--- src/design/ncfr_pkg.sv ---
`default_nettype none

package ncfr_pkg;

    // raw frame capacity: start byte plus code bytes kept
    localparam int RAW_CAPACITY = 64;
    localparam int STORED_W     = $clog2(RAW_CAPACITY + 1);
    localparam int DCOUNT_W     = 7;

    // result queue sizing
    localparam int FIFO_DEPTH   = 4;
    localparam int FIFO_PTR_W   = $clog2(FIFO_DEPTH);
    localparam int FIFO_CNT_W   = $clog2(FIFO_DEPTH + 1);

    // crc-8, reflected form
    localparam logic [7:0] CRC_POLY = 8'h8C;

    // configuration register indexes and reset values
    localparam logic [1:0] CFG_START_CODE    = 2'd0;
    localparam logic [1:0] CFG_END_CODE      = 2'd1;
    localparam logic [1:0] CFG_TIMEOUT_TICKS = 2'd2;

    localparam logic [7:0]  START_CODE_RST    = 8'h02;
    localparam logic [7:0]  END_CODE_RST      = 8'h03;
    localparam logic [31:0] TIMEOUT_TICKS_RST = 32'd1000;

    typedef enum logic [2:0] {
        ST_OK        = 3'd0,
        ST_BAD_CRC   = 3'd1,
        ST_OVERFLOW  = 3'd2,
        ST_TIMEOUT   = 3'd3,
        ST_FRAME_ERR = 3'd4
    } t_status;

    typedef struct packed {
        logic                is_end;
        logic [7:0]          data_byte;
        t_status             status;
        logic [DCOUNT_W-1:0] payload_length;
        logic [7:0]          crc_received;
        logic [7:0]          crc_computed;
    } t_result;

    // up to two results written into the queue in one cycle
    typedef struct packed {
        logic [1:0] cnt;
        t_result    first;
        t_result    second;
    } t_push;

    // one byte through the reflected crc-8, lsb first
    function automatic logic [7:0] crc8_step(input logic [7:0] crc_in,
                                             input logic [7:0] data);
        logic [7:0] crc;
        logic [7:0] b;
        logic       mix;
        crc = crc_in;
        b   = data;
        for (int k = 0; k < 8; k++) begin
            mix = crc[0] ^ b[0];
            crc = crc >> 1;
            if (mix) begin
                crc = crc ^ CRC_POLY;
            end
            b = b >> 1;
        end
        return crc;
    endfunction

endpackage

`default_nettype wire

--- src/design/ncfr_result_fifo.sv ---
`default_nettype none

module ncfr_result_fifo (
    input  wire                    i_clk,
    input  wire                    i_rst_n,
    input  wire ncfr_pkg::t_push   i_push,
    output logic                   o_room,
    output logic                   o_valid,
    input  wire                    i_ready,
    output ncfr_pkg::t_result      o_result
);

    ncfr_pkg::t_result                    r_mem [ncfr_pkg::FIFO_DEPTH];
    logic [ncfr_pkg::FIFO_PTR_W-1:0]      r_wr_ptr;
    logic [ncfr_pkg::FIFO_PTR_W-1:0]      r_rd_ptr;
    logic [ncfr_pkg::FIFO_CNT_W-1:0]      r_count;
    logic [ncfr_pkg::FIFO_CNT_W-1:0]      n_count;
    logic [ncfr_pkg::FIFO_PTR_W-1:0]      wr_ptr_next;
    logic                                 pop;

    // room for a full pair of results
    assign o_room      = (r_count <= ncfr_pkg::FIFO_CNT_W'(ncfr_pkg::FIFO_DEPTH - 2));
    assign o_valid     = (r_count != '0);
    assign o_result    = r_mem[r_rd_ptr];
    assign pop         = o_valid & i_ready;
    assign wr_ptr_next = r_wr_ptr + ncfr_pkg::FIFO_PTR_W'(1);

    always_comb begin
        n_count = r_count + ncfr_pkg::FIFO_CNT_W'(i_push.cnt)
                  - ncfr_pkg::FIFO_CNT_W'(pop);
    end

    // pointers and fill count
    always_ff @(posedge i_clk) begin
        if (!i_rst_n) begin
            r_wr_ptr <= '0;
            r_rd_ptr <= '0;
            r_count  <= '0;
        end else begin
            r_wr_ptr <= r_wr_ptr + ncfr_pkg::FIFO_PTR_W'(i_push.cnt);
            if (pop) begin
                r_rd_ptr <= r_rd_ptr + ncfr_pkg::FIFO_PTR_W'(1);
            end
            r_count <= n_count;
        end
    end

    // result storage
    always_ff @(posedge i_clk) begin
        if (i_push.cnt != 2'd0) begin
            r_mem[r_wr_ptr] <= i_push.first;
        end
        if (i_push.cnt == 2'd2) begin
            r_mem[wr_ptr_next] <= i_push.second;
        end
    end

endmodule

`default_nettype wire

--- src/design/nibble_complement_frame_receiver.sv ---
// results: an accepted item puts its results in the output queue at its accepting edge,
//   so a result can be taken in the cycle after its request is accepted
// throughput: one request per cycle; an end byte after an odd nibble count gives
//   two results, and ready stays high while the 4-entry result queue has room for two
// reset: synchronous, active low; clears the frame state and the result queue and
//   loads start_code 0x02, end_code 0x03, timeout_ticks 1000
`default_nettype none

module nibble_complement_frame_receiver (
    input  wire         i_clk,
    input  wire         i_rst_n,
    input  wire         i_cfg_wr_en,
    input  wire  [1:0]  i_cfg_index,
    input  wire  [31:0] i_cfg_data,
    input  wire         i_valid,
    output logic        o_ready,
    input  wire         i_func,
    input  wire  [7:0]  i_rx_byte,
    output logic        o_valid,
    input  wire         i_ready,
    output logic        o_is_end,
    output logic [7:0]  o_data_byte,
    output logic [2:0]  o_status,
    output logic [6:0]  o_payload_length,
    output logic [7:0]  o_crc_received,
    output logic [7:0]  o_crc_computed
);

    localparam int SW = ncfr_pkg::STORED_W;
    localparam int DW = ncfr_pkg::DCOUNT_W;

    // configuration
    logic [7:0]    r_start_code;
    logic [7:0]    r_end_code;
    logic [31:0]   r_timeout;

    // frame state
    logic          r_in_frame,      n_in_frame;
    logic          r_half_done,     n_half_done;
    logic [3:0]    r_held_nibble,   n_held_nibble;
    logic          r_pending_valid, n_pending_valid;
    logic [7:0]    r_pending_byte,  n_pending_byte;
    logic [7:0]    r_running_crc,   n_running_crc;
    logic [SW-1:0] r_stored_count,  n_stored_count;
    logic [DW-1:0] r_decoded_count, n_decoded_count;
    logic [31:0]   r_elapsed,       n_elapsed;

    logic              in_fire;
    logic              room;
    ncfr_pkg::t_push   push;
    ncfr_pkg::t_result q_result;
    ncfr_pkg::t_result data_res;
    ncfr_pkg::t_result stat_res;
    logic              data_emit;
    logic              stat_emit;
    logic              do_clear;

    logic [31:0]   elapsed_inc;
    logic [7:0]    code_byte;
    logic [7:0]    end_byte;
    logic          code_ok;
    logic          pv_after;
    logic [7:0]    pb_after;
    logic [7:0]    crc_after;
    logic [DW-1:0] dc_after;

    assign in_fire = i_valid & o_ready;
    assign o_ready = room;

    assign elapsed_inc = (r_elapsed != '1) ? (r_elapsed + 32'd1) : r_elapsed;
    assign code_ok     = (i_rx_byte[7:4] == ~i_rx_byte[3:0]);
    assign code_byte   = {r_held_nibble, i_rx_byte[7:4]};
    assign end_byte    = {r_held_nibble, r_end_code[7:4]};

    // configuration writes
    always_ff @(posedge i_clk) begin
        if (!i_rst_n) begin
            r_start_code <= ncfr_pkg::START_CODE_RST;
            r_end_code   <= ncfr_pkg::END_CODE_RST;
            r_timeout    <= ncfr_pkg::TIMEOUT_TICKS_RST;
        end else if (i_cfg_wr_en) begin
            case (i_cfg_index)
                ncfr_pkg::CFG_START_CODE:    r_start_code <= i_cfg_data[7:0];
                ncfr_pkg::CFG_END_CODE:      r_end_code   <= i_cfg_data[7:0];
                ncfr_pkg::CFG_TIMEOUT_TICKS: r_timeout    <= i_cfg_data;
                default: ;
            endcase
        end
    end

    // per-request decode, crc and status
    always_comb begin
        n_in_frame      = r_in_frame;
        n_half_done     = r_half_done;
        n_held_nibble   = r_held_nibble;
        n_pending_valid = r_pending_valid;
        n_pending_byte  = r_pending_byte;
        n_running_crc   = r_running_crc;
        n_stored_count  = r_stored_count;
        n_decoded_count = r_decoded_count;
        n_elapsed       = r_elapsed;
        data_res        = '0;
        stat_res        = '0;
        data_emit       = 1'b0;
        stat_emit       = 1'b0;
        do_clear        = 1'b0;
        pv_after        = r_pending_valid;
        pb_after        = r_pending_byte;
        crc_after       = r_running_crc;
        dc_after        = r_decoded_count;

        if (in_fire) begin
            if (i_func) begin
                // millisecond tick
                n_elapsed = elapsed_inc;
                if (elapsed_inc >= r_timeout) begin
                    stat_emit       = 1'b1;
                    stat_res.is_end = 1'b1;
                    stat_res.status = ncfr_pkg::ST_TIMEOUT;
                    do_clear        = 1'b1;
                end
            end else if (r_elapsed >= r_timeout) begin
                stat_emit       = 1'b1;
                stat_res.is_end = 1'b1;
                stat_res.status = ncfr_pkg::ST_TIMEOUT;
                do_clear        = 1'b1;
            end else if (r_stored_count >= SW'(ncfr_pkg::RAW_CAPACITY)) begin
                stat_emit       = 1'b1;
                stat_res.is_end = 1'b1;
                stat_res.status = ncfr_pkg::ST_OVERFLOW;
                do_clear        = 1'b1;
            end else if (i_rx_byte == r_start_code) begin
                // open or restart the frame
                n_in_frame      = 1'b1;
                n_half_done     = 1'b0;
                n_held_nibble   = '0;
                n_pending_valid = 1'b0;
                n_pending_byte  = '0;
                n_running_crc   = '0;
                n_stored_count  = SW'(1);
                n_decoded_count = '0;
                n_elapsed       = '0;
            end else if (i_rx_byte == r_end_code) begin
                // odd nibble count: finish the last byte from the end code
                if (r_in_frame && r_half_done) begin
                    if (r_pending_valid) begin
                        data_emit          = 1'b1;
                        data_res.data_byte = r_pending_byte;
                        crc_after = ncfr_pkg::crc8_step(r_running_crc, r_pending_byte);
                    end
                    pv_after = 1'b1;
                    pb_after = end_byte;
                    dc_after = r_decoded_count + DW'(1);
                end
                stat_emit       = 1'b1;
                stat_res.is_end = 1'b1;
                if (!r_in_frame || (dc_after == '0) || !pv_after) begin
                    stat_res.status = ncfr_pkg::ST_FRAME_ERR;
                end else begin
                    stat_res.status = (pb_after == crc_after) ? ncfr_pkg::ST_OK
                                                              : ncfr_pkg::ST_BAD_CRC;
                    stat_res.payload_length = dc_after - DW'(1);
                    stat_res.crc_received   = pb_after;
                    stat_res.crc_computed   = crc_after;
                end
                do_clear = 1'b1;
            end else if (r_in_frame && code_ok) begin
                // code byte adds one nibble
                n_stored_count = r_stored_count + SW'(1);
                if (!r_half_done) begin
                    n_held_nibble = i_rx_byte[7:4];
                    n_half_done   = 1'b1;
                end else begin
                    n_half_done = 1'b0;
                    if (r_pending_valid) begin
                        data_emit          = 1'b1;
                        data_res.data_byte = r_pending_byte;
                        n_running_crc = ncfr_pkg::crc8_step(r_running_crc, r_pending_byte);
                    end
                    n_pending_byte  = code_byte;
                    n_pending_valid = 1'b1;
                    n_decoded_count = r_decoded_count + DW'(1);
                end
            end
        end

        // end of run
        if (do_clear) begin
            n_in_frame      = 1'b0;
            n_half_done     = 1'b0;
            n_held_nibble   = '0;
            n_pending_valid = 1'b0;
            n_pending_byte  = '0;
            n_running_crc   = '0;
            n_stored_count  = '0;
            n_decoded_count = '0;
            n_elapsed       = '0;
        end
    end

    // order results into the queue, data before status
    always_comb begin
        push = '0;
        if (data_emit && stat_emit) begin
            push.cnt    = 2'd2;
            push.first  = data_res;
            push.second = stat_res;
        end else if (data_emit) begin
            push.cnt   = 2'd1;
            push.first = data_res;
        end else if (stat_emit) begin
            push.cnt   = 2'd1;
            push.first = stat_res;
        end
    end

    // frame state registers
    always_ff @(posedge i_clk) begin
        if (!i_rst_n) begin
            r_in_frame      <= 1'b0;
            r_half_done     <= 1'b0;
            r_held_nibble   <= '0;
            r_pending_valid <= 1'b0;
            r_pending_byte  <= '0;
            r_running_crc   <= '0;
            r_stored_count  <= '0;
            r_decoded_count <= '0;
            r_elapsed       <= '0;
        end else begin
            r_in_frame      <= n_in_frame;
            r_half_done     <= n_half_done;
            r_held_nibble   <= n_held_nibble;
            r_pending_valid <= n_pending_valid;
            r_pending_byte  <= n_pending_byte;
            r_running_crc   <= n_running_crc;
            r_stored_count  <= n_stored_count;
            r_decoded_count <= n_decoded_count;
            r_elapsed       <= n_elapsed;
        end
    end

    // result queue
    ncfr_result_fifo u_result_fifo (
        .i_clk    (i_clk),
        .i_rst_n  (i_rst_n),
        .i_push   (push),
        .o_room   (room),
        .o_valid  (o_valid),
        .i_ready  (i_ready),
        .o_result (q_result)
    );

    assign o_is_end         = q_result.is_end;
    assign o_data_byte      = q_result.data_byte;
    assign o_status         = q_result.status;
    assign o_payload_length = q_result.payload_length;
    assign o_crc_received   = q_result.crc_received;
    assign o_crc_computed   = q_result.crc_computed;

    // a held nibble or pending byte only exists inside a frame
    a_half_in_frame: assert property (@(posedge i_clk) disable iff (!i_rst_n)
        r_half_done |-> r_in_frame)
        else $error("held nibble outside a frame");

    a_pending_in_frame: assert property (@(posedge i_clk) disable iff (!i_rst_n)
        r_pending_valid |-> (r_in_frame && (r_decoded_count != '0)))
        else $error("pending byte outside a frame");

    // raw byte count never passes the capacity
    a_stored_bound: assert property (@(posedge i_clk) disable iff (!i_rst_n)
        r_stored_count <= SW'(ncfr_pkg::RAW_CAPACITY))
        else $error("stored count beyond capacity");

    // a status result always ends the run
    a_status_clears: assert property (@(posedge i_clk) disable iff (!i_rst_n)
        stat_emit |=> (!r_in_frame && (r_elapsed == '0)))
        else $error("run state kept after status");

endmodule

`default_nettype wire

--- config.mk ---
export PLATFORM = sky130hd
export DESIGN_NAME = nibble_complement_frame_receiver
export DESIGN_NICKNAME = d
export VERILOG_FILES = /design/src/design/ncfr_pkg.sv /design/src/design/ncfr_result_fifo.sv /design/src/design/nibble_complement_frame_receiver.sv
export SDC_FILE = /design/constraint.sdc
export NUM_CORES = 1
export LEC_CHECK = 0
export BUFFER_PORTS_ARGS = -buffer_cell sky130_fd_sc_hd__buf_2
export CELL_PAD_IN_SITES_DETAIL_PLACEMENT = 1
export CELL_PAD_IN_SITES_GLOBAL_PLACEMENT = 1
export CORE_ASPECT_RATIO = 0.8
export CORE_MARGIN = 1
export CORE_UTILIZATION = 44
export CTS_CLUSTER_DIAMETER = 50
export CTS_CLUSTER_SIZE = 25
export DETAILED_ROUTE_END_ITERATION = 8
export PLACE_DENSITY = 0.78
export SYNTH_ARGS = -nofsm -noshare
export SYNTH_HDL_FRONTEND = slang
export SYNTH_SLANG_ARGS = --single-unit
--- constraint.sdc ---
create_clock -name i_clk -period 5.4 [get_ports i_clk]
set_input_delay 0.54 -clock i_clk [delete_from_list [all_inputs] [get_ports i_clk]]
set_output_delay 0.54 -clock i_clk [all_outputs]
set_load 0.03 [all_outputs]
## Word level (Yosys, flattened, before mapping)

Memories as Yosys holds them, arrays and structs flattened. A register that Yosys moved wholly into a read port is not among the register bits.
Cells that the tools add are included.

- Register bits: 124
- Bits of input ports: 48
- Memories: 1
- Logic and storage cells: 348
- RAM bits: 140
- Output and inout port bits: 37

Memory list:

| memory | depth | bits a word | rd ports | clocked after Yosys merged registers in | wr ports | RTL line | source |
|---|---|---|---|---|---|---|---|
| u_result_fifo.r_mem | 4 | 35 | 1 | 1 | 2 | ncfr_result_fifo.sv:13 | `ncfr_pkg::t_result r_mem [ncfr_pkg::FIFO_DEPTH];` |

- Equality and inequality tests: 12
- Order comparisons: 4
- Add/sub/neg operators: 9
- Multiplexer cells: 245
- Bitwise logic cells: 37
- Reduce and logical (&&, ||, !) cells: 25

Operator list:

| operator | count |
|---|---|
| $mux 8 | 167 |
| $mux 32 | 5 |
| $mux 7 | 14 |
| $mux 23 | 4 |
| $mux 26 | 3 |
| $mux 36 | 2 |
| $ge 32x32->1 | 2 |
| $not 2->3 | 15 |
| $mux 1 | 37 |
| $mux 37 | 1 |
| $mux 35 | 1 |
| $add 32x1->32 const B | 1 |
| $ne 32x32->1 const B | 1 |
| $eq 8x8->1 | 3 |
| $mux 4 | 4 |
| $xor 1x1->1 | 15 |
| $add 7x1->7 const B | 2 |
| $reduce_and 7->1 | 2 |
| $mux 3 | 4 |
| $reduce_bool 2->1 | 5 |
| $reduce_and 8->1 | 1 |
| $ge 7x7->1 const B | 1 |
| $logic_not 7->1 | 1 |
| $sub 7x1->7 const B | 1 |
| 24 further kinds | 40 |

## Depth between registers and ports, before layout

Gate-level depths: netlist of run 1.

- Depth in word-level cells: 95
- Gate-level depth with buffers: 27
- Mapped depth without buffers: 24

## Hierarchy

Synthesis of run 1 repeated with hierarchy kept, for this count alone.

- Cells, all modules: 1445
- Area, all modules: 15800.2 um^2

Modules (own cells, without submodules):

| module | cells an instance | area an instance (um^2) | times used | seq. area each (um^2) |
|---|---|---|---|---|
| nibble_complement_frame_receiver | 1057 | 8545.7 | 1 | 2342.2 |
| ncfr_result_fifo | 388 | 7254.5 | 1 | 4384.2 |

## Worst setup path after synthesis of run 1

No wires, ideal clock.

- Path kind: flip-flop to flip-flop
- Start point: register r_elapsed[6]
- End point: memory u_result_fifo.r_mem[3][0] in the netlist's numbering (enable)
- Period minus slack after synthesis: 5.525 ns
- Cell stages (with the launch flop): 23
- Path buffers: 4
- Data required time: 5.018 ns
- Arrival time: 5.143 ns
- Library setup time: 0.382 ns
- Setup slack: -0.125 ns
- Path through: dfxtp_1 buf_2 and4_1 and2_1 clkbuf_1 nand4_1 a2111oi_2 nand3_1 nor2_1 xor2_1 ha_1 nand4_1 or3_1 nor4_1 nand2_1 o211ai_2 a21bo_1 buf_2 ha_1 clkbuf_1 o21ai_0 nand2_1 inv_1

RTL lines:

| what | RTL line | source |
|---|---|---|
| from (decl) | nibble_complement_frame_receiver.sv:46 | `logic [31:0] r_elapsed, n_elapsed;` |
| from (signal assigned) | nibble_complement_frame_receiver.sv:238 | `r_elapsed <= n_elapsed;` |
| to (decl) | ncfr_result_fifo.sv:13 |  |

==> key figures, run 1 <==
Status
  – Status: complete, no violations

Clock network
  – H-tree Lvls: 1
  – CTS clk-pin slew, worst paths: 80 ps
  – Hold Buf Count CTS: 0
  – CTS Buf Count: 31
  – Later-pin clock latency in the skew report: 600 ps
  – Clock sinks: 266
  – Clock tree buffer depth: 3
  – TritonCTS clock tree: yes
  – Root Buffer: clkbuf_16

Floorplanning
  – Die Footprint: 0.0335 sq mm
  – Die H: 164 um
  – Row Count: 58
  – Die width: 205 um
  – # IOs: 85
  – Initial Util: 45.3%
  – Core Area: 0.0319 sq mm

Synthesis
  – Post-synth top cells: dfxtp_1 (158), nand2_1 (129), edfxtp_1 (108)
  – Yosys warns: 0
  – Syn Inst Count: 1429
  – Post-Syn Nets: 1554
  – Cell with the most instances after synthesis: dfxtp_1
  – Seq cells post-synth: 266
  – Async set or reset register ratio after synthesis: 0%
  – Ys flop type: dfxtp_1
  – Simple-Gate Fraction of Synth Area: 17.9%
  – Adder-cell share of the synthesized area: 6.72%
  – Mux cell area share after synthesis: 7.99%
  – Synth area leader: edfxtp_1
  – Library cells used by synthesis: 71
  – Area share of the largest cell type after synthesis: 22.5%
  – Largest family of logic cells by synthesized area: simple AND/OR/NAND/NOR gates
  – Syn_area_per_cell: 10.1 sq um
  – Number of flops mapped to enable cells by yosys: 108
  – Seq/Total Area, Yosys: 44.4%
  – Synth top area cells: edfxtp_1 (22%), dfxtp_1 (22%), ha_1 (6.6%)
  – Synth Area in Compound Gates: 12.6%
  – Xor and xnor fraction of the mapped netlist area: 6.36%
  – Synth Cell Area: 0.0144 sq mm

Drt
  – Initial DRC Count: 874
  – DRC Markers: 0
  – WL final: 43.9 mm
  – 1st-pass router iterations: 5
  – Via density: 5.91
  – Vias: 11600
  – Final ANT Viol Nets: 0
  – Routed WL per cell: 22.4 um

Global routing
  – Vias in the first global route: 12100
  – Overall routing resource usage: 26.5%
  – Initial antenna violation count: 0
  – Grt ovf: 0
  – First-pass GRT wire length: 69.3 mm
  – Pin count of the biggest net entering global routing: 51

Power
  – Pwr/cell area: 314 mW/mm^2
  – Maximum VDD drop: 0.000232 V
  – Leakage: 6.42 nW

Run
  – Max-cap viol count: 0

Placed design
  – Placed cells: 1898
  – Area post-placement: 0.0156 sq mm
  – Pre-CTS setup slack: -196 ps
  – Final HPWL DP: 30.4 mm
  – PortBufs: 84
  – Routability cong.: 0.845

Timing
  – Slew at the pin with the worst max-slew slack: 1060 ps
  – Final Setup Violations: 0
  – PnR worst setup slack: 186 ps
  – Final min period: 5210 ps
  – Tcrit/Tclk final: 96.6%
  – Final Hold Vio Count: 0
  – Final Max Slew Viols: 0
  – Clock skew: 24.7 ps
  – WHS: 177 ps
  – Maximum operating frequency: 192 MHz
  – Max_slew headroom: 27.1%

Setup path
  – WP data required: 5810 ps
  – Reg2reg setup slack: 190 ps
  – Critical R2R Capture: u_result_fifo.r_mem[0][13]$_DFFE_PP_
  – WS Path Type: register to register
  – Crit path max-delay family: simple AND/OR/NAND/NOR gates
  – WP buf/inv: 2
  – Worst EP arrival: 5630 ps
  – R2R depth: 21
  – Largest stage delay, worst path: 560 ps
  – Crit-path cells: and4_1 > and2_1 > and4_2 > a311oi_4 > and2_1 > and3_2 > xor2_1 > ha_1 > a21o_1 > a21o_1 > a21oi_1 > nor3_1 > o21bai_1 > o211ai_2 > a21bo_4 > inv_1 > ha_2 > or4_1 > o21a_4 > buf_12 > nor3_1
  – Worst setup SP type: register
  – CP endpoint kind: register
  – CP max-delay cell: or4_1
  – Reg2reg start: r_elapsed[9]$_SDFFE_PP0P_
  – Max Fanout on Critical Path: 18

Cells and area
  – Multi-input gate area: 0.00762 sq mm
  – Proportion of layout cells with a drive suffix above 1: 18.9%
  – Antenna cell count: 0
  – Final Cell Area: 0.0169 sq mm
  – Area grow syn2layout: 17.1%
  – Non-Filler Instances: 1961
  – Filler cells: 3504
  – Layout Nets: 1641
  – Register Area: 0.00641 sq mm

Min path
  – Worst Hold Path EP: r_timeout[8]$_SDFFE_PN1P_
  – Hold Path Depth: 3
  – Worst Hold Class: primary input to register
  – Worst hold path startpoint: i_cfg_data[8]
[cells in the final DEF, fill, tap and decap left out, drive strengths merged, types with 7 or more instances in the layout]
cell,netlist,layout
inv,65,76
and2,17,17
a31oi,7,7
a21boi,28,28
or3,10,10
nand4,32,32
clkbuf,64,34
o211ai,9,9
ha,76,76
nor2b,22,22
a2bb2o,9,9
o21a,7,7
a311oi,14,14
clkinv,2,11
dfxtp,158,158
nor3,62,62
xnor2,64,64
o21ai,48,48
nand2,129,129
and4,7,7
nor4,46,46
edfxtp,108,108
nor2,108,108
xor2,33,33
and3,11,11
a21oi,56,56
mux4,35,35
a22o,33,33
mux2i,35,35
buf,23,141
nand3,24,24
a21o,25,25
[final cells by class]
| class | instances | share of cell area (%) |
|---|---|---|
| multi-input combinational | 1009 | 45.1 |
| sequential | 266 | 37.9 |
| timing repair buffer | 141 | 5.54 |
| clock buffer | 34 | 4.84 |
| tap | 420 | 3.11 |
| clock inverter | 24 | 1.99 |
| inverter | 67 | 1.55 |
[worst max path at each step]
stage	depth (start not counted)	start	end
final	21	r_elapsed[9]$_SDFFE_PP0P_	u_result_fifo.r_mem[0][13]$_DFFE_PP_
after global routing	21	r_elapsed[9]$_SDFFE_PP0P_	u_result_fifo.r_mem[0][13]$_DFFE_PP_
after CTS	21	r_elapsed[20]$_SDFFE_PP0P_	u_result_fifo.r_mem[1][4]$_DFFE_PP_
after detailed placement	21	r_elapsed[20]$_SDFFE_PP0P_	u_result_fifo.r_mem[1][17]$_DFFE_PP_
after global placement	22	r_elapsed[20]$_SDFFE_PP0P_	u_result_fifo.r_mem[2][22]$_DFFE_PP_
after floorplan	23	r_elapsed[6]$_SDFFE_PP0P_	u_result_fifo.r_mem[0][15]$_DFFE_PP_
[sequential cells by signal, indices dropped and copies added (netlist names), named ones only]
register	flops
r_running_crc	8
r_decoded_count	7
r_start_code	8
r_stored_count	7
r_elapsed	32
r_pending_byte	8
r_end_code	8
u_result_fifo.r_mem	140
r_held_nibble	4
r_in_frame	1
u_result_fifo.r_count	3
r_timeout	32
r_pending_valid	1
u_result_fifo.r_wr_ptr	2
r_half_done	1
u_result_fifo.r_rd_ptr	2
[worst min-delay path, stage by stage]
cell	delay (ps)
buf_2	70
nand2_1	40
o211ai_1	80
[kinds of logic (layout without fill, tap and decap cells)]
family | Yosys count | count (layout)
AO/OA/AOI/OAI | 262 | 262
XOR/XNOR | 100 | 100
adder cells (fa/ha/maj) | 77 | 77
buffers and inverters | 154 | 266
flip-flops | 266 | 266
multiplexers | 71 | 71
AND/OR/NAND/NOR | 499 | 499
[per-stage QoR]
| step | TNS (ps) | total power [mW] | util (%) |
|---|---|---|---|
| 6_report | 0 | 5.31 | 53.1 |
| 2_1_floorplan | 0 | 2.79 | - |
| 3_5_place_dp | -6910 | 3.04 | 48.8 |
| 5_1_grt | -21.8 | 5.49 | 53.1 |
| 3_3_place_gp | 0 | 3.01 | 48.8 |
| 4_1_cts | 0 | 5.34 | 52.6 |
[power by group]
part	switching (mW)	total, mW	internal, mW	leakage (nW)
Combinational	0.519	0.834	0.315	3.48
Clock	1.07	2.31	1.24	0.559
Sequential	0.0438	2.17	2.12	2.38
Total	1.63	5.31	3.67	6.42
[per-layer routing]
| metal | up-vias | track usage (%) | wire, um | part of all wire (%) |
|---|---|---|---|---|
| met5 | - | 0 | 0 | 0 |
| met4 | 0 | 5.66 | 820 | 1.9 |
| met3 | 52 | 3.91 | 2060 | 4.7 |
| met2 | 282 | 42.8 | 20000 | 46 |
| met1 | 5860 | 37.7 | 21000 | 48 |
| li1 | 5397 | - | - | - |
[timing repair]
| item | 4_1_cts | 5_1_grt |
|---|---|---|
| setup buffers | 0 | 5 |
| gates resized for setup | 15 | 21 |
| endpoints found under the setup margin | 169 | 226 |
| pin swaps | 1 | 7 |
(Power assumes the default switching activity.)
==> run 2, diff against run 1 <==
--- a/config.mk
+++ b/config.mk
@@ -10,11 +10,12 @@
 export CELL_PAD_IN_SITES_GLOBAL_PLACEMENT = 1
 export CORE_ASPECT_RATIO = 0.8
 export CORE_MARGIN = 1
-export CORE_UTILIZATION = 44
+export CORE_UTILIZATION = 45
 export CTS_CLUSTER_DIAMETER = 50
 export CTS_CLUSTER_SIZE = 25
 export DETAILED_ROUTE_END_ITERATION = 8
 export PLACE_DENSITY = 0.78
 export SYNTH_ARGS = -nofsm -noshare
 export SYNTH_HDL_FRONTEND = slang
+export SYNTH_HIERARCHICAL = 1
 export SYNTH_SLANG_ARGS = --single-unit
==> run 2 against run 1 <==
Compared with the run above: total power decreased by 3.4%; synthesized cell count is 1.1% higher; wire length increased by 5.7%; clock-buffer cell count is 4 lower; highest routed layer unchanged.
==> key figures, run 2 <==
Floorplanning
  – Core Area: 0.0341 sq mm
  – Die Footprint: 0.0359 sq mm
  – Die H: 170 um
  – # IOs: 85
  – Die width: 211 um
  – Row Count: 60
  – Initial Util: 46.4%

Timing
  – Final Setup Violations: 0
  – Slew at the pin with the worst max-slew slack: 1130 ps
  – Clock skew: 21.7 ps
  – PnR worst setup slack: 132 ps
  – Final Max Slew Viols: 0
  – Max_slew headroom: 22.7%
  – Tcrit/Tclk final: 97.6%
  – Final Hold Vio Count: 0
  – Final min period: 5270 ps
  – Maximum operating frequency: 190 MHz

Setup path
  – CP endpoint kind: register
  – R2R depth: 23
  – Largest stage delay, worst path: 380 ps
  – WP data required: 5720 ps
  – Crit path max-delay family: compound AO/OA/AOI/OAI gates
  – Max Fanout on Critical Path: 9
  – WS Path Type: register to register
  – CP max-delay cell: ha_1
  – Crit-path cells: ha_2 > nand2_1 > nor3_4 > a31oi_1 > and2_1 > nor2b_2 > nand4_1 > xnor2_1 > ha_1 > a21o_1 > a21o_1 > a21oi_1 > o21ai_0 > a21oi_2 > o311ai_1 > a2bb2oi_2 > nor2_1 > ha_1 > clkinvlp_4 > nor4bb_4 > buf_6 > clkbuf_16 > mux2_2
  – Worst setup SP type: register
  – WP buf/inv: 3
  – Beginning of the critical path: r_elapsed[0]$_SDFFE_PP0P_
  – WP depth: 23
  – Reg2reg start: r_elapsed[0]$_SDFFE_PP0P_
  – Worst EP arrival: 5580 ps

Min path
  – Worst hold path startpoint: i_cfg_data[9]
  – Worst Hold Class: primary input to register
  – Hold Path Depth: 3

Power
  – Pwr/cell area: 279 mW/mm^2
  – Maximum VDD drop: 0.000224 V
  – Psw: 1.57 mW
  – Sw Ratio: 30.7%
  – Int Pwr: 3.55 mW
  – Sequential Power Share: 43.9%
  – Clk pwr share: 39.6%
  – Leakage: 7.01 nW
  – Comb pwr share: 16.5%

Drt
  – Via density: 5.76
  – DRC Markers: 0
  – Routed WL per cell: 22.3 um
  – Final ANT Viol Nets: 0
  – WL final: 46.4 mm
  – Initial DRC Count: 895
  – Vias: 12000
  – 1st-pass router iterations: 5

Cells and area
  – Area grow syn2layout: 16.2%
  – Proportion of layout cells with a drive suffix above 1: 28.7%
  – Biggest register: u_result_fifo/r_mem
  – Top Registers: u_result_fifo/r_mem x140, r_elapsed x32, r_timeout x32
  – Most frequent cells in the layout: edfxtp_1 (140), mux2_2 (139), nand2_1 (127), dfxtp_1 (117), nor2_1 (104)
  – Max reg flops: 140
  – Core Util, Final: 53.9%
  – Filler cells: 3697
  – Most common cell after layout, fill and taps aside: edfxtp_1
  – Layout Nets: 1714

Synthesis
  – Cell with the most instances after synthesis: edfxtp_1
  – Async set or reset register ratio after synthesis: 0%
  – Post-synth top cells: edfxtp_1 (140), mux2_2 (139), nand2_1 (127)
  – Ys flop type: edfxtp_1
  – Seq/Total Area, Yosys: 42.6%
  – Synth area leader: edfxtp_1
  – Synth top area cells: edfxtp_1 (27%), dfxtp_1 (16%), mux2_2 (9.9%)
  – Syn_area_per_cell: 10.9 sq um
  – Number of flops mapped to enable cells by yosys: 140
  – Syn Inst Count: 1445
  – Library cells used by synthesis: 86
  – Seq cells post-synth: 266
  – Area share of the largest cell type after synthesis: 26.6%
  – Synth Cell Area: 0.0158 sq mm
  – Yosys warns: 6

Global routing
  – Initial antenna violation count: 1
  – First-pass GRT wire length: 71.7 mm
  – Pin count of the biggest net entering global routing: 61
  – Vias in the first global route: 12500
  – Grt ovf: 0
  – Overall routing resource usage: 25.8%

Run
  – Max-cap viol count: 0

Clock network
  – TritonCTS clock tree: yes
  – CTS Buf Count: 29
  – Clock sinks: 266
  – Later-pin clock latency in the skew report: 580 ps
  – Clock tree buffer depth: 3
  – H-tree Lvls: 1
  – Hold Buf Count CTS: 0
  – Root Buffer: clkbuf_16
  – CTS clk-pin slew, worst paths: 70 ps

Placed design
  – Pre-CTS setup slack: -44.3 ps
  – Routability cong.: 0.878
  – PortBufs: 84
  – Final HPWL DP: 32.0 mm

Status
  – Status: complete, no violations
## run 2: cell types whose count changed after synthesis, moves of 11 or more
| cell | change |
|---|---|
| mux2_2 | +138 |
| a311oi_1 | -12 |
| a22o_1 | -33 |
| nor2_4 | +20 |
| dfxtp_1 | -32 |
| nor4_1 | -34 |
| clkbuf_1 | -29 |
| nor3_1 | -31 |
| edfxtp_1 | +32 |
| xor2_1 | -11 |
| o21ai_0 | -16 |
## run 2: cell families after synthesis
logic type / Yosys count / share of synthesized area [%]
flip-flops: 266 / 42.6
adder cells (fa/ha/maj): 77 / 6.15
AO/OA/AOI/OAI: 202 / 8.54
AND/OR/NAND/NOR: 455 / 15.2
multiplexers: 214 / 17.4
XOR/XNOR: 95 / 5.93
buffers and inverters: 135 / 4.11
other: 1 / 0.0237
## run 2: power by group through the flow
stage	clock network [mW]	logic, mW	registers, mW
global route	2.12	0.902	2.27
CTS	2.05	0.839	2.26
detailed placement	0	0.831	2.30
finish	2.03	0.845	2.25
floorplan	0	0.632	2.23
global placement	0	0.816	2.30
## run 2: per-stage QoR
stage | area (sq um) | TNS [ps] | instances | power, mW | hold WS [ps]
3_3_place_gp | 17200 | 0 | 2009 | 3.11 | 452
5_1_grt | 18400 | -6710 | 2077 | 5.29 | 220
2_1_floorplan | 15900 | -4660 | 1476 | 2.86 | 443
4_1_cts | 18100 | 0 | 2064 | 5.14 | 197
6_report | 18400 | 0 | 2077 | 5.13 | 213
3_5_place_dp | 17200 | -1100 | 2009 | 3.13 | 459
## run 2: worst reg2reg max path, cell delays in order, from the launching register on
cell and delay [ps]:
dfxtp_1 320, ha_2 210, nand2_1 120, nor3_4 60, a31oi_1 220, and2_1 170
nor2b_2 250, nand4_1 220, xnor2_1 230, ha_1 280, a21o_1 160, a21o_1 180
a21oi_1 130, o21ai_0 130, a21oi_2 200, o311ai_1 150, a2bb2oi_2 230, nor2_1 110
ha_1 380, clkinvlp_4 180, nor4bb_4 330, buf_6 190, clkbuf_16 190, mux2_2 370
## run 2: cell type report
type / instances / area [sq um] / area share, %
Timing Repair Buffer: 160 / 1170 / 6.37
Antenna cell: 1 / 2.50 / 0.0136
Multi-Input combinational cell: 1075 / 8690 / 47.3
Inverter: 57 / 218 / 1.19
Clock buffer: 30 / 729 / 3.97
Sequential cell: 266 / 6740 / 36.7
Tap cell: 465 / 582 / 3.17
Clock inverter: 23 / 230 / 1.25
## run 2: repair_timing
action	4_1_cts	5_1_grt
gates resized for setup	1	29
pin swaps	1	6
gates cloned	0	2
endpoints found under the setup margin	152	282
buffers inserted	2	10
## run 2: worst paths after layout
check	endpoint	slack (ps)
worst max register to register	u_result_fifo/r_mem[3][3]$_DFFE_PP_	130
worst min-delay path	r_timeout[9]$_SDFFE_PN1P_	210
worst min register to register	r_timeout[18]$_SDFFE_PN0P_	470
worst max-delay path	u_result_fifo/r_mem[3][3]$_DFFE_PP_	130
## run 2: metal layers
layer | vias to the layer above | share of wire [%] | track usage [%]
li1 | 5508 | - | -
met1 | 6079 | 48 | 37.7
met4 | 0 | 1.8 | 5.61
met3 | 59 | 5.8 | 3.77
met5 | - | 0 | 0
met2 | 324 | 45 | 40.3
==> run 3, diff against run 2 <==
--- a/config.mk
+++ b/config.mk
@@ -5,15 +5,17 @@
 export SDC_FILE = /design/constraint.sdc
 export NUM_CORES = 1
 export LEC_CHECK = 0
+export ABC_AREA = 1
 export BUFFER_PORTS_ARGS = -buffer_cell sky130_fd_sc_hd__buf_2
 export CELL_PAD_IN_SITES_DETAIL_PLACEMENT = 1
 export CELL_PAD_IN_SITES_GLOBAL_PLACEMENT = 1
 export CORE_ASPECT_RATIO = 0.8
 export CORE_MARGIN = 1
-export CORE_UTILIZATION = 45
+export CORE_UTILIZATION = 42
 export CTS_CLUSTER_DIAMETER = 50
 export CTS_CLUSTER_SIZE = 25
 export DETAILED_ROUTE_END_ITERATION = 8
+export MAX_ROUTING_LAYER = met4
 export PLACE_DENSITY = 0.78
 export SYNTH_ARGS = -nofsm -noshare
 export SYNTH_HDL_FRONTEND = slang
==> run 3 against run 2 <==
Compared with the run above: utilization down 6.1 points; critical path depth up 6; via count up 27%; clock power up 17%; worst hold slack better by 40 ps; sequential share of layout area down 1.0 points; synthesized cell count up 51%; sequential power down 2%; global-route usage up 0.88 points; fmax up 4.8%; first-iteration DRC count up 2.1%; clock-buffer cell count up 9; critical path type unchanged; largest power group is now the clock network; highest routed layer unchanged.
==> key figures, run 3 <==
Placed design
  – Placed cells: 2751
  – Pre-CTS setup slack: 112 ps
  – Final HPWL DP: 36.3 mm
  – PortBufs: 84
  – Routability cong.: 0.933

Global routing
  – Pin count of the biggest net entering global routing: 57
  – Initial antenna violation count: 0
  – First-pass GRT wire length: 84.4 mm
  – Vias in the first global route: 16000
  – Overall routing resource usage: 26.7%
  – Grt ovf: 0

Floorplanning
  – Die H: 181 um
  – Row Count: 65
  – Die Footprint: 0.0408 sq mm
  – Die width: 226 um
  – # IOs: 85
  – Core Area: 0.0394 sq mm
  – Initial Util: 42.6%

Cells and area
  – Biggest register: u_result_fifo/r_mem
  – Most frequent cells in the layout: nand2_1 (573), nor2_1 (235), inv_1 (205), edfxtp_1 (140), o21ai_0 (138)
  – Top Registers: u_result_fifo/r_mem x140, r_elapsed x32, r_timeout x32
  – Core Util, Final: 47.8%
  – Layout Nets: 2378
  – Non-Filler Instances: 2813
  – Area grow syn2layout: 12.3%
  – Max reg flops: 140
  – Proportion of layout cells with a drive suffix above 1: 15.8%
  – Antenna cell count: 0
  – Most common cell after layout, fill and taps aside: nand2_1

Status
  – Status: complete, no violations

Setup path
  – Largest stage delay, worst path: 410 ps
  – WS Path Type: register to register
  – Cell mode on critical path: nand2_1
  – CP max-delay cell: dfxtp_1
  – CP endpoint kind: register
  – Reg2reg setup slack: 370 ps
  – WP data required: 5660 ps
  – Worst EP arrival: 5290 ps
  – Max Fanout on Critical Path: 56
  – Worst setup SP type: register

Synthesis
  – Synth Cell Area: 0.0168 sq mm
  – Async set or reset register ratio after synthesis: 0%
  – Synth top area cells: edfxtp_1 (25%), dfxtp_1 (15%), nand2_1 (13%)
  – Seq cells post-synth: 266
  – Syn Inst Count: 2189
  – Ys flop type: edfxtp_1
  – Yosys warns: 6
  – Synth area leader: edfxtp_1
  – Seq/Total Area, Yosys: 40.1%
  – Syn_area_per_cell: 7.67 sq um
  – Post-synth top cells: nand2_1 (576), nor2_1 (236), inv_1 (205)
  – Library cells used by synthesis: 53
  – Cell with the most instances after synthesis: nand2_1
  – Number of flops mapped to enable cells by yosys: 140
  – Area share of the largest cell type after synthesis: 25.0%

Drt
  – WL final: 52.0 mm
  – Vias: 15200
  – DRC Markers: 0
  – Final ANT Viol Nets: 0
  – 1st-pass router iterations: 5
  – Routed WL per cell: 18.5 um
  – Initial DRC Count: 914
  – Via density: 5.42

Clock network
  – Later-pin clock latency in the skew report: 530 ps
  – CTS Buf Count: 34
  – CTS clk-pin slew, worst paths: 60 ps
  – H-tree Lvls: 2
  – Clock tree buffer depth: 3
  – Root Buffer: clkbuf_16
  – TritonCTS clock tree: yes
  – Clock sinks: 266

Timing
  – Final Max Slew Viols: 0
  – Final Hold Vio Count: 0
  – WHS: 253 ps
  – Final min period: 5030 ps
  – Tcrit/Tclk final: 93.1%
  – Slew at the pin with the worst max-slew slack: 971 ps
  – PnR worst setup slack: 372 ps
  – Final Setup Violations: 0
  – Maximum operating frequency: 199 MHz
  – Max_slew headroom: 35.2%
  – Clock skew: 23.2 ps

Power
  – Pwr/cell area: 298 mW/mm^2
  – Maximum VDD drop: 0.000229 V
  – Leakage: 7.58 nW
  – Tot Pwr: 5.62 mW

Min path
  – Worst Hold Class: primary input to register

Run
  – Max-cap viol count: 0
-- run 3: cell count changes after synthesis, moves of 38 or more --
cell | previous run | this run
mux2i_1 | 38 | 0
xnor2_1 | 65 | 21
mux2_2 | 139 | 0
o21ai_2 | 0 | 99
inv_1 | 56 | 205
nand2_1 | 127 | 576
o21ai_0 | 30 | 138
a21oi_1 | 56 | 111
nor2_1 | 106 | 236
-- run 3: layout make-up --
| cell class | count | area (sq um) |
|---|---|---|
| fillers | 4876 | 20600 |
| clock inverters | 21 | 245 |
| multi-input cells | 1606 | 8660 |
| inverters | 230 | 871 |
| well taps | 536 | 671 |
| repair buffers | 115 | 761 |
| clock buffers | 39 | 921 |
| flip-flops and latches | 266 | 6730 |
-- run 3: repair_timing --
item,CTS,global route
resized for setup,0,9
hold buffers,0,0
setup buffers,0,1
endpoints found under the setup margin,0,271
-- run 3: cell families (layout without fill, tap and decap cells) --
logic type | Yosys count | in the layout | share of synthesized area (%)
AND/OR/NAND/NOR | 1019 | 1019 | 25.9
buffers and inverters | 324 | 405 | 9.11
adder cells (fa/ha/maj) | 77 | 77 | 5.78
XOR/XNOR | 54 | 54 | 2.86
AO/OA/AOI/OAI | 448 | 448 | 16.2
other | 1 | 8 | 0.0223
flip-flops | 266 | 266 | 40.1
-- run 3: worst paths after layout --
check / start / to / depth (start not counted)
setup / recovery: r_elapsed[1]$_SDFFE_PP0P_ / u_result_fifo/r_mem[2][3]$_DFFE_PP_ / 29
hold / removal: i_cfg_data[8] / r_timeout[8]$_SDFFE_PN1P_ / 3
setup reg to reg: r_elapsed[1]$_SDFFE_PP0P_ / u_result_fifo/r_mem[2][3]$_DFFE_PP_ / 29
hold reg to reg: r_running_crc[7]$_SDFFE_PP0P_ / r_running_crc[7]$_SDFFE_PP0P_ / 2
-- run 3: critical path: cells and delay by family, from the launching register on --
kind / cells / cell delay (ps)
and+or+nand+nor: 18 / 2260
DFF: 1 / 410
AOI/OAI and AO/OA: 5 / 690
adders and majority gates: 3 / 840
buffers and inverters: 3 / 540
-- run 3: per-layer routing --
metal	vias up	wire length (um)	global-route usage, %	share of wire [%]
li1	7399	-	-	-
met1	7470	24500	34.9	47
met2	270	24300	43.3	47
met3	95	1960	3.20	3.8
met4	0	1250	7.40	2.4
met5	-	0	-	0
-- run 3: power breakdown --
group	internal, mW	total [mW]	switching, mW
clock	1.40	2.37	0.967
sequential	2.17	2.21	0.0378
combinational	0.271	1.05	0.776
-- run 3: through the flow --
stage	TNS (ps)	cell area [sq um]
2_1_floorplan	-11120	16800
5_1_grt	-8.37	18900
6_report	0	18900
4_1_cts	0	18800
3_3_place_gp	0	17600
3_5_place_dp	0	17600
